`config.mk`:
```
export PLATFORM = sky130hd
export DESIGN_NAME = lowest_free_room_scheduler
export DESIGN_NICKNAME = d
export VERILOG_FILES = /design/src/rtl/lfrs_pkg.sv /design/src/rtl/lfrs_ram.sv /design/src/rtl/lowest_free_room_scheduler.sv
export SDC_FILE = /design/constraint.sdc
export NUM_CORES = 2
export LEC_CHECK = 0
export BUFFER_PORTS_ARGS = -buffer_cell sky130_fd_sc_hd__buf_2
export CAP_MARGIN = 20
export CORE_ASPECT_RATIO = 1.2
export CORE_MARGIN = 1
export CORE_UTILIZATION = 48
export CTS_BUF_LIST = sky130_fd_sc_hd__clkbuf_4
export DETAILED_ROUTE_END_ITERATION = 10
export MAX_ROUTING_LAYER = met4
export PLACE_DENSITY = 0.67
export SYNTH_ARGS = -nofsm -noshare
export SYNTH_HDL_FRONTEND = slang
export SYNTH_SLANG_ARGS = --single-unit
export TNS_END_PERCENT = 1
```
`constraint.sdc`:
```
create_clock -name clk -period 9.75 [get_ports clk]
set_input_delay 0.4875 -clock clk [delete_from_list [all_inputs] [get_ports clk]]
set_output_delay 0.4875 -clock clk [all_outputs]
set_load 0.02 [all_outputs]
```
`src/rtl/lfrs_pkg.sv`:
```
// shared constants and types for the lowest free room scheduler
`default_nettype none

package lfrs_pkg;

	localparam int DEF_MAX_ROOMS = 16;
	localparam int DEF_TIME_BITS = 48;

	localparam int CFG_W       = 5;
	localparam int REQ_TIME_W  = 32;
	localparam int COUNT_W     = 32;
	localparam int ROOM_OUT_W  = 4;
	localparam int OUT_TIME_W  = 48;

	localparam logic [CFG_W-1:0] CFG_RESET = 5'd16;

	// slave beat: start_time, end_time
	localparam int S_TDATA_W = 2 * REQ_TIME_W;
	// master beat: room, actual_begin, actual_finish, was_delayed, busiest_room, busiest_count
	localparam int M_FIELDS_W = 2 * ROOM_OUT_W + 2 * OUT_TIME_W + 1 + COUNT_W;
	localparam int M_TDATA_W  = ((M_FIELDS_W + 7) / 8) * 8;
	localparam int M_PAD_W    = M_TDATA_W - M_FIELDS_W;

	typedef enum logic [1:0] {
		ST_IDLE,
		ST_SCAN,
		ST_PICK,
		ST_UPD
	} lfrs_state_t;

endpackage

`default_nettype wire

```
`src/rtl/lfrs_ram.sv`:
```
// generic single write port, single read port ram with registered read
`default_nettype none

module lfrs_ram #(
	parameter int WIDTH = 32,
	parameter int DEPTH = 16,
	localparam int AW = (DEPTH > 1) ? $clog2(DEPTH) : 1
) (
	input  wire logic             clk,
	input  wire logic             wr_en,
	input  wire logic [AW-1:0]    wr_addr,
	input  wire logic [WIDTH-1:0] wr_data,
	input  wire logic             rd_en,
	input  wire logic [AW-1:0]    rd_addr,
	output logic      [WIDTH-1:0] rd_data
);

	logic [WIDTH-1:0] mem_q [DEPTH];

	always_ff @(posedge clk) begin
		if (wr_en) begin
			mem_q[wr_addr] <= wr_data;
		end
		if (rd_en) begin
			rd_data <= mem_q[rd_addr];
		end
	end

endmodule

`default_nettype wire

```
`src/rtl/lowest_free_room_scheduler.sv`:
```
// top level of the lowest free room scheduler
`default_nettype none

// Booking scheduler: each slave beat is one booking (start_time, end_time), and bookings
// must arrive in nondecreasing start order. The block gives the lowest active room whose
// busy-until time is at or before the start; if none is free it gives the room that frees
// earliest (lower index on ties) and shifts the booking to that time with the same
// duration, the finish saturating at the top of the time range. Every result beat also
// carries the running most-booked room (lowest index on ties) and its saturating count.
// Room busy times and booking counts live in two rams with a registered read; a valid
// bit per room makes a never-written room read as zero, so there is no clearing pass
// after reset. A booking is accepted in ST_IDLE, then ST_SCAN streams the busy times of
// the n active rooms (n being rooms_in_use clamped to 1..MAX_ROOMS) out of the ram
// through the compare, ST_PICK forms the times and reads the count, and ST_UPD writes
// back both rams and loads the result register. The result register lets the last
// result wait on m_tready while the next booking is scanned; the write-back cycle stalls
// only if that result is still not taken. rooms_in_use is written through cfg_wr_en /
// cfg_wr_data and must only change while the block is idle.
module lowest_free_room_scheduler #(
	parameter int MAX_ROOMS = lfrs_pkg::DEF_MAX_ROOMS,
	parameter int TIME_BITS = lfrs_pkg::DEF_TIME_BITS
) (
	input  wire logic                             clk,
	input  wire logic                             arst_n,
	// configuration: rooms_in_use
	input  wire logic                             cfg_wr_en,
	input  wire logic [lfrs_pkg::CFG_W-1:0]       cfg_wr_data,
	// booking beats
	input  wire logic                             s_tvalid,
	output logic                                  s_tready,
	// start_time, end_time
	input  wire logic [lfrs_pkg::S_TDATA_W-1:0]   s_tdata,
	// result beats
	output logic                                  m_tvalid,
	input  wire logic                             m_tready,
	// room, actual_begin, actual_finish, was_delayed, busiest_room, busiest_count, zero pad
	output logic      [lfrs_pkg::M_TDATA_W-1:0]   m_tdata
);

	localparam int RIDX_W = (MAX_ROOMS > 1) ? $clog2(MAX_ROOMS) : 1;
	localparam int CNT_W  = $clog2(MAX_ROOMS + 1);
	localparam int RW     = lfrs_pkg::REQ_TIME_W;
	localparam int CW     = lfrs_pkg::COUNT_W;

	// control state
	lfrs_pkg::lfrs_state_t state_q, state_d;
	logic [lfrs_pkg::CFG_W-1:0] cfg_q;
	logic [MAX_ROOMS-1:0]       valid_q;
	logic                       rv_s1;
	logic                       m_tvalid_q;
	logic [RIDX_W-1:0]          best_room_q;
	logic [CW-1:0]              best_count_q;

	// per-booking payload
	logic [RW-1:0]        start_q, end_q, dur_q;
	logic [CNT_W-1:0]     ra_q;
	logic [RIDX_W-1:0]    ri_s1;
	logic                 found_q;
	logic [RIDX_W-1:0]    pick_q, min_idx_q;
	logic [TIME_BITS-1:0] min_q, begin_q, finish_q;
	logic [lfrs_pkg::M_TDATA_W-1:0] m_tdata_q;

	// handshake and strobes from the sequencer
	logic accept, fa_rd_en, bk_rd_en, can_load, wb_en;

	// ram ports
	logic [TIME_BITS-1:0] fa_rdata;
	logic [CW-1:0]        bk_rdata;
	logic [RIDX_W-1:0]    bk_rd_addr;

	// active room count, rooms_in_use clamped to 1..MAX_ROOMS
	logic [CNT_W-1:0] n_rooms;
	always_comb begin
		if (cfg_q == '0) begin
			n_rooms = CNT_W'(1);
		end else if (32'(cfg_q) > 32'(MAX_ROOMS)) begin
			n_rooms = CNT_W'(MAX_ROOMS);
		end else begin
			n_rooms = CNT_W'(cfg_q);
		end
	end

	// sequencer
	always_ff @(posedge clk or negedge arst_n) begin
		if (!arst_n) begin
			state_q <= lfrs_pkg::ST_IDLE;
		end else begin
			state_q <= state_d;
		end
	end

	always_comb begin
		state_d  = state_q;
		s_tready = 1'b0;
		fa_rd_en = 1'b0;
		bk_rd_en = 1'b0;
		wb_en    = 1'b0;
		can_load = !m_tvalid_q || m_tready;
		case (state_q)
			lfrs_pkg::ST_IDLE: begin
				s_tready = 1'b1;
				if (s_tvalid) begin
					state_d = lfrs_pkg::ST_SCAN;
				end
			end
			lfrs_pkg::ST_SCAN: begin
				fa_rd_en = (ra_q < n_rooms);
				// the last busy time is compared in the same cycle
				if (ra_q == n_rooms && rv_s1) begin
					state_d = lfrs_pkg::ST_PICK;
				end
			end
			lfrs_pkg::ST_PICK: begin
				bk_rd_en = 1'b1;
				state_d  = lfrs_pkg::ST_UPD;
			end
			lfrs_pkg::ST_UPD: begin
				if (can_load) begin
					wb_en   = 1'b1;
					state_d = lfrs_pkg::ST_IDLE;
				end
			end
			default: begin
				state_d = lfrs_pkg::ST_IDLE;
			end
		endcase
	end

	assign accept = s_tvalid && s_tready;

	// busy time of the room whose read just came back, zero if never written
	logic [TIME_BITS-1:0] fa_cur;
	assign fa_cur = valid_q[ri_s1] ? fa_rdata : '0;

	// delayed finish, saturating
	logic [TIME_BITS:0] sum;
	assign sum = {1'b0, min_q} + (TIME_BITS + 1)'(dur_q);

	// count update and running busiest room
	logic [CW-1:0]     c_cur, c_new;
	logic              take_best;
	logic [RIDX_W-1:0] nb_room;
	logic [CW-1:0]     nb_count;
	always_comb begin
		c_cur     = valid_q[pick_q] ? bk_rdata : '0;
		c_new     = (&c_cur) ? c_cur : c_cur + CW'(1);
		take_best = (c_new > best_count_q) ||
		            (c_new == best_count_q && pick_q < best_room_q);
		nb_room   = take_best ? pick_q : best_room_q;
		nb_count  = take_best ? c_new : best_count_q;
	end

	// result beat packing
	logic [31:0] room_w, broom_w;
	logic [63:0] beg_w, fin_w;
	always_comb begin
		room_w  = 32'(pick_q);
		broom_w = 32'(nb_room);
		beg_w   = 64'(begin_q);
		fin_w   = 64'(finish_q);
	end

	always_ff @(posedge clk or negedge arst_n) begin
		if (!arst_n) begin
			cfg_q        <= lfrs_pkg::CFG_RESET;
			valid_q      <= '0;
			rv_s1        <= 1'b0;
			m_tvalid_q   <= 1'b0;
			best_room_q  <= '0;
			best_count_q <= '0;
		end else begin
			if (cfg_wr_en) begin
				cfg_q <= cfg_wr_data;
			end
			rv_s1 <= fa_rd_en;
			if (wb_en) begin
				valid_q[pick_q] <= 1'b1;
				best_room_q     <= nb_room;
				best_count_q    <= nb_count;
				m_tvalid_q      <= 1'b1;
			end else if (m_tready) begin
				m_tvalid_q <= 1'b0;
			end
		end
	end

	always_ff @(posedge clk) begin
		ri_s1 <= ra_q[RIDX_W-1:0];
		if (accept) begin
			start_q <= s_tdata[RW-1:0];
			end_q   <= s_tdata[2*RW-1:RW];
			dur_q   <= (s_tdata[2*RW-1:RW] > s_tdata[RW-1:0]) ?
			           s_tdata[2*RW-1:RW] - s_tdata[RW-1:0] : '0;
			ra_q    <= '0;
			found_q <= 1'b0;
		end
		if (fa_rd_en) begin
			ra_q <= ra_q + CNT_W'(1);
		end
		// first free room wins; otherwise keep the earliest, lower index on ties
		if (state_q == lfrs_pkg::ST_SCAN && rv_s1 && !found_q) begin
			if (fa_cur <= TIME_BITS'(start_q)) begin
				found_q <= 1'b1;
				pick_q  <= ri_s1;
			end else if (ri_s1 == '0 || fa_cur < min_q) begin
				min_q     <= fa_cur;
				min_idx_q <= ri_s1;
			end
		end
		if (state_q == lfrs_pkg::ST_PICK) begin
			if (found_q) begin
				begin_q  <= TIME_BITS'(start_q);
				finish_q <= TIME_BITS'(end_q);
			end else begin
				pick_q   <= min_idx_q;
				begin_q  <= min_q;
				finish_q <= sum[TIME_BITS] ? {TIME_BITS{1'b1}} : sum[TIME_BITS-1:0];
			end
		end
		if (wb_en) begin
			m_tdata_q <= {{lfrs_pkg::M_PAD_W{1'b0}}, nb_count,
			              broom_w[lfrs_pkg::ROOM_OUT_W-1:0], !found_q,
			              fin_w[lfrs_pkg::OUT_TIME_W-1:0], beg_w[lfrs_pkg::OUT_TIME_W-1:0],
			              room_w[lfrs_pkg::ROOM_OUT_W-1:0]};
		end
	end

	assign bk_rd_addr = found_q ? pick_q : min_idx_q;
	assign m_tvalid   = m_tvalid_q;
	assign m_tdata    = m_tdata_q;

	// room busy-until times
	lfrs_ram #(
		.WIDTH (TIME_BITS),
		.DEPTH (MAX_ROOMS)
	) u_free_at (
		.clk     (clk),
		.wr_en   (wb_en),
		.wr_addr (pick_q),
		.wr_data (finish_q),
		.rd_en   (fa_rd_en),
		.rd_addr (ra_q[RIDX_W-1:0]),
		.rd_data (fa_rdata)
	);

	// per-room booking counts
	lfrs_ram #(
		.WIDTH (CW),
		.DEPTH (MAX_ROOMS)
	) u_bookings (
		.clk     (clk),
		.wr_en   (wb_en),
		.wr_addr (pick_q),
		.wr_data (c_new),
		.rd_en   (bk_rd_en),
		.rd_addr (bk_rd_addr),
		.rd_data (bk_rdata)
	);

	// write-back only ever targets an active room
	a_pick_in_range: assert property (@(posedge clk) disable iff (!arst_n)
		wb_en |-> (CNT_W'(pick_q) < n_rooms))
		else $error("room picked outside the active range");

	// busiest count never falls
	a_best_monotonic: assert property (@(posedge clk) disable iff (!arst_n)
		wb_en |=> (best_count_q >= $past(best_count_q)))
		else $error("busiest count decreased");

	// a delayed booking never begins before its requested start nor ends before it begins
	a_delay_order: assert property (@(posedge clk) disable iff (!arst_n)
		(wb_en && !found_q) |-> (begin_q > TIME_BITS'(start_q) && finish_q >= begin_q))
		else $error("delayed booking times out of order");

	// no new booking is taken while the scan or write-back is running
	a_one_at_a_time: assert property (@(posedge clk) disable iff (!arst_n)
		accept |=> !s_tready)
		else $error("booking accepted during processing");

endmodule

`default_nettype wire

```
Word level (Yosys, flattened, before mapping)
Memory sizes are Yosys's and may differ from the RTL's. A register that Yosys moved wholly into a read port is not among the register bits.
Cells that the tools add are included.
{"block": "classes", "addsub": 4, "n_bitwise": 2, "n_lt_le_gt_ge": 10, "reduce_logical": 19, "muxes": 39, "n_eq_ne": 8}
{"cell": "32-bit 2-to-1 mux", "count": 5}
{"cell": "48-bit 2-to-1 mux", "count": 2}
{"cell": "32-bit > comparator", "count": 2}
{"cell": "48-bit by 32-bit adder with 49-bit output", "count": 1}
{"cell": "48-bit by 32-bit less-or-equal comparator with 1-bit output", "count": 1}
{"cell": "48-bit < comparator", "count": 1}
{"cell": "32-bit by 1-bit adder with 32-bit output (second input constant)", "count": 1}
{"cell": "32-bit equality test", "count": 1}
{"cell": "32-bit AND reduction", "count": 1}
{"cell": "32-bit subtractor", "count": 1}
{"cell": "4-bit 2-to-1 mux", "count": 6}
{"cell": "5-bit 2-to-1 mux", "count": 4}
{"cell": "16-bit OR", "count": 1}
{"cell": "1-bit 2-to-1 mux", "count": 15}
{"cell": "4-bit by 5-bit < comparator with 1-bit output (second input constant)", "count": 2}
{"cell": "1-bit binary-select mux with 4-bit select", "count": 2}
{"cell": "2-bit one-hot mux with 4 select lines", "count": 1}
{"cell": "1-bit logical AND", "count": 6}
{"cell": "2-bit 2-to-1 mux", "count": 3}
{"cell": "2-bit inequality test (second input constant)", "count": 3}
{"cell": "3-bit AND reduction", "count": 2}
{"cell": "5-bit by 1-bit adder with 5-bit output (second input constant)", "count": 1}
{"cell": "5-bit equality test", "count": 1}
{"cell": "5-bit > comparator (second input constant)", "count": 1}
{"cell": "13 further kinds", "count": 18}
{"block": "totals", "ff_bits": 456, "mem_count": 2, "mem_bits_rw": 1280, "inputBits": 74, "elab_cells": 105, "output_inout_bits": 146}
{"memory": "u_free_at.mem_q", "depth": 16, "width": 48, "read_ports": 1, "rd_ports_with_merged_regs": 1, "wr": 1, "line": "lfrs_ram.sv:18", "text": "logic [WIDTH-1:0] mem_q [DEPTH];"}
{"memory": "u_bookings.mem_q", "depth": 16, "width": 32, "read_ports": 1, "rd_ports_with_merged_regs": 1, "wr": 1, "line": "lfrs_ram.sv:18"}

Depth between registers and ports, before layout
{"block": "logic_depth", "depth_word": 9, "ltp_mapped": 24, "mapped_depth_nobuf": 20}

By module
A second synthesis with hierarchy kept.
{"block": "unflattened", "cells_unflattened": 4144, "hier_area_um2": 74410.1}
{"mod": "lfrs_ram (u_free_at)", "n_inst": 1, "cells_each": 1242, "seq_area_each_um2": 24503.5, "area_per_inst_um2": 30175.2}
{"mod": "lowest_free_room_scheduler", "n_inst": 1, "cells_each": 2064, "seq_area_each_um2": 13299.0, "area_per_inst_um2": 24079.3}
{"mod": "lfrs_ram (u_bookings)", "n_inst": 1, "cells_each": 838, "seq_area_each_um2": 16335.7, "area_per_inst_um2": 20155.6}

Worst setup path after synthesis
No wires, ideal clock.
{"block": "synth_timing", "path_kind": "input port to flip-flop", "startpoint": "input m_tready", "endpoint": "register valid_q[12]", "path_stages": 6, "arrival_time_ns": 10.061, "n_path_buf": 0, "slack_ns": -0.409, "t_required_ns": 9.651, "setup_time_ns": 0.099, "path_cell_list": "nand2b_1 > nand2_1 > inv_1 > nand3_1 > nor3_1 > or2_2"}
{"block": "synth_via", "elab_chain_len": 3}
{"element": "from (decl)", "line": "lowest_free_room_scheduler.sv:35", "text": "input wire logic m_tready,"}
{"element": "1-bit logical OR", "line": "lowest_free_room_scheduler.sv:98", "text": "can_load = !m_tvalid_q || m_tready;"}
{"element": "1-bit 2-to-1 mux", "line": "lowest_free_room_scheduler.sv:118", "text": "if (can_load) begin"}
{"element": "1-bit 2-to-1 mux", "line": "lowest_free_room_scheduler.sv:99", "text": "case (state_q)"}
{"element": "net u_bookings.wr_en", "line": "lfrs_ram.sv:10", "text": "input wire logic wr_en,"}
{"element": "to (signal assigned)", "line": "lowest_free_room_scheduler.sv:166", "text": "valid_q <= '0;"}
{"element": "to (signal, indexed assignment)", "line": "lowest_free_room_scheduler.sv:177", "text": "valid_q[pick_q] <= 1'b1;"}
{"element": "to (decl)", "line": "lowest_free_room_scheduler.sv:48", "text": "logic [MAX_ROOMS-1:0] valid_q;"}
The timed path passes the listed nets, and every way through them passes these cells.
A chain may end at the register's enable or synchronous reset.

Worst setup path after layout
{"block": "layout_timing", "startpoint": "register pick_q[0]", "endpoint": "register best_count_q[3]"}
{"block": "layout_via", "elab_chain_len": 9, "word_cells_on_any_way": 12, "cone_classes": "1 x add/sub; 2 x order compare; 1 x eq/ne; 5 x mux; 3 x reduce/logical"}
{"element": "from (decl)", "line": "lowest_free_room_scheduler.sv:59", "text": "logic [RIDX_W-1:0] pick_q, min_idx_q;"}
{"element": "from (signal assigned)", "line": "lowest_free_room_scheduler.sv:204", "text": "pick_q <= ri_s1;"}
{"element": "from (signal assigned)", "line": "lowest_free_room_scheduler.sv:215", "text": "pick_q <= min_idx_q;"}
{"element": "1-bit binary-select mux with 4-bit select *", "line": "lowest_free_room_scheduler.sv:145", "text": "c_cur = valid_q[pick_q] ? bk_rdata : '0;"}
{"element": "1-bit 2-to-1 mux (not written as such) *", "line": "lowest_free_room_scheduler.sv:145"}
{"element": "32-bit 2-to-1 mux *", "line": "lowest_free_room_scheduler.sv:145"}
{"element": "32-bit by 1-bit adder with 32-bit output or 32-bit AND reduction (tied branches)", "line": "lowest_free_room_scheduler.sv:146", "text": "c_new = (&c_cur) ? c_cur : c_cur + CW'(1);"}
{"element": "32-bit 2-to-1 mux *", "line": "lowest_free_room_scheduler.sv:146"}
{"element": "net c_new[21]", "line": "lowest_free_room_scheduler.sv:140", "text": "logic [CW-1:0] c_cur, c_new;"}
{"element": "branches (longest 2 deep; another with 32-bit > comparator)"}
{"element": "1-bit logical OR *", "line": "lowest_free_room_scheduler.sv:147", "text": "take_best = (c_new > best_count_q) ||"}
{"element": "32-bit 2-to-1 mux *", "line": "lowest_free_room_scheduler.sv:150", "text": "nb_count = take_best ? c_new : best_count_q;"}
{"element": "to (signal assigned)", "line": "lowest_free_room_scheduler.sv:179", "text": "best_count_q <= nb_count;"}
{"element": "to (decl)", "line": "lowest_free_room_scheduler.sv:52", "text": "logic [CW-1:0] best_count_q;"}
Mark *: on every way through the listed nets, which the timed path passes. The select of a mux whose other input is x is not followed.

==> impl_metrics.csv <==
group,metric,value,unit
sta,min_period_over_period,81.5,%
clock_tree,cts_buffers,448,
route,via_count,41900,
floorplanning,pin_count,220,
worst_setup_path,arrival,9.09,ns
grt,grt_usage,24.7,%
worst_setup_path,cp-start-kind,"flip-flop",
grt,grt_pass1_wl,274000,um
floorplanning,dieArea,0.157,mm2
layout,fill_cells,12100,
power,p_per_area,309,mW/mm2
floorplanning,die_w,362,um
route,drt_first_pass_iters,5,
worst_setup_path,path_max_fanout,36,
floorplanning,num_rows,158,
sta,tightest_slew,1.13,ns
sta,max_slew_margin,24.4,%
logic_synthesis,yosys-top-cells-count,"edfxtp_1 (1746), mux4_2 (378), nand2_1 (198)",
logic_synthesis,synth.most_common_cell,"edfxtp_1",
power,p_leak,30.0,nW
worst_setup_path,critPathCaptureType,"flip-flop",
clock_tree,clock_path_buffers,4,
clock_tree,cts_resized,0,
power,vdd_drop_max,346,uV
logic_synthesis,synth_top_flop_cell,"edfxtp_1",
clock_tree,clk_pin_slew,0.07,ns
layout,seq_area,0.0541,mm2
logic_synthesis,syn_inst,4059,
logic_synthesis,async_flop_share,3.36,%
route,vias_per_cell,5.80,
grt,antenna_found_initial,7,
logic_synthesis,ys_types,82,
logic_synthesis,ys_top_cells_by_area,"edfxtp_1 (70%), mux4_2 (11%), ha_1 (3.2%)",
logic_synthesis,ys_ff_latch,1816,
sta,tns,0,ns
floorplanning,core,0.155,mm2
sta,setup_viol,0,
clock_tree,htreeDepth,5,
layout,nets,5078,
place,portBuffers,212,
status,status,"complete, no violations",
logic_synthesis,yosysWarnings,0,
logic_synthesis,syn_area_per_cell,18.4,um2
route,routedWlPerCell,25.9,um
worst_setup_path,critPathRequiredTime,10.89,ns
layout,drive_above_1_share,29.2,%
clock_tree,cts_root_buffer,"clkbuf_4",
logic_synthesis,synth_top_cell_by_area,"edfxtp_1",
grt,globalRouteOverflowTotal,0,
logic_synthesis,synth-edff-count,1746,
floorplanning,start_util,48.3,%
layout,stdcell_count,7219,
worst_hold_path,hp-class,"in -> async",
sta,rsz0062_at_grt,"false",
sta,timing.final.crit_period,7.95,ns
place,place_inst,6273,
logic_synthesis,synth_area,0.0747,mm2
clock_tree,cts_tree,"done",
clock_tree,insertion_delay,1.38,ns
route,drt_iter0_markers,4193,
clock_tree,clock-sinks,1816,
flow_run,drv_cap,0,
grt,first_global_vias,42900,
clock_tree,cts_setup_buffers,0,
worst_setup_path,critPathKind,"reg -> reg",
sta,fmax,126,MHz
route,drc,0,
route,routed_wl,187000,um
logic_synthesis,synth_top_cell_area_share,70.2,%
logic_synthesis,ys_seq_area_share,72.4,%
sta,final_hold_viol_count,0,
grt,grt_max_degree,142,
place,place_congestion,0.913,
place,hpwlAfterDp,104000,um
layout,syn_to_final_growth,14.8,%
layout,multi_input_area,0.0195,mm2
sta,fin_skew,0.176,ns
sta,slew_viol_final,0,
route,drtAntennaViolNets,0,
floorplanning,fp.dieH,434,um
## layout by cell type, fill, tap and decap left out, drive strengths merged, types with 90 or more instances in the layout
cell	count
ha	189
a21oi	100
buf	311
and2	90
dlygate4sd3	149
nand2	198
edfxtp	1746
o21ai	91
nor2	164
inv	188
mux4	378
clkbuf	628
clkinv	130
## what timing repair did
item,CTS,global route
endpoints found under the setup margin,0,0
hold endpoints to repair,214,0
hold buffers,150,0
## final cells by class
type	count	area share [%]
diodes	7	0.0204
clock buffers	626	5.48
clock inverters	143	0.807
inverters	183	0.812
multi-input cells	1902	22.7
flip-flops and latches	1816	63.1
well taps	2080	3.03
repair buffers	462	4.03
## where the power goes
group	leakage (nW)	internal, W	switching [W]
Combinational	10.1	0.00336	0.00497
Sequential	16.8	0.0111	0.000945
Clock	3.20	0.00308	0.00301
## flip-flops by register name, summed over array words and instances, names as in the netlist, 32 cells and up
| register | flops |
|---|---|
| u_free_at.mem_q | 768 |
| m_tdata | 137 |
| u_free_at.rd_data | 48 |
| u_bookings.mem_q | 512 |
| begin_q | 48 |
| finish_q | 48 |
| start_q | 32 |
| u_bookings.rd_data | 32 |
| dur_q | 32 |
| min_q | 48 |
| best_count_q | 32 |
| end_q | 32 |
## worst max-delay path, cell delays in order (launching register included)
cell and delay [ns]:
dfxtp_1 0.94, mux4_2 0.64, mux4_2 0.68, and2_1 0.26
ha_1 0.23, nand3_1 0.47, o41ai_4 0.19, nor3_4 0.40
nand4_1 0.18, xor2_1 0.17, nor2_1 0.78, ha_1 0.24
nand3_1 0.13, nor4_1 0.63, nand2_1 0.19, o221ai_1 0.25
o311a_2 0.94, mux2_2 0.42
## metrics by stage
step / utilization, % / total power [W] / hold slack, ns / setup slack [ns] / instance area, um2
final: 55.5 / 0.0265 / 0.199 / 1.80 / 85800
after global routing: 55.5 / 0.0278 / 0.118 / 1.32 / 85800
after CTS: 55.4 / 0.0266 / 0.0428 / 1.41 / 85600
after detailed placement: 50.9 / 0.0204 / 0.405 / 1.50 / 78700
after global placement: 50.9 / 0.0202 / 0.402 / 1.69 / 78600
after floorplan: - / 0.0175 / 0.192 / -0.399 / 74800
## cell families after synthesis
kind of cell             count (synthesis)  share of synthesized area [%]
AO/OA/AOI/OAI                          478                           4.35
XOR/XNOR                                75                          0.889
adder cells (fa/ha/maj)                191                           3.22
buffers and inverters                  347                           1.84
flip-flops                            1816                           72.4
multiplexers                           471                           12.8
other                                    1                        0.00502
AND/OR/NAND/NOR                        680                           4.48
## path summary, 6_finish.rpt
path                                           start                     endpoint  slack [ns]  cells after the start
max                                pick_q[0]$_DFF_P_  best_count_q[3]$_DFFE_PN0P_        1.80                     17
min                                           arst_n         cfg_q[4]$_DFFE_PN1P_        0.20                      3
max reg2reg                        pick_q[0]$_DFF_P_  best_count_q[3]$_DFFE_PN0P_        1.80                     17
min reg2reg                begin_q[37]$_SDFFCE_PP0P_        m_tdata[41]$_DFFE_PP_        0.39                      0
max in group asynchronous                     arst_n  best_count_q[3]$_DFFE_PN0P_        9.07                      4
min in group clk                            m_tready         m_tvalid$_DFFE_PN0P_        0.20                      4
## metal layers
| metal | global-route usage (%) | part of all wire (%) |
|---|---|---|
| met5 | - | 0 |
| met4 | 7.93 | 2.4 |
| met3 | 4.90 | 7.7 |
| met2 | 38.8 | 49 |
| met1 | 32.5 | 41 |
Power figures use the tool's default switching activity.
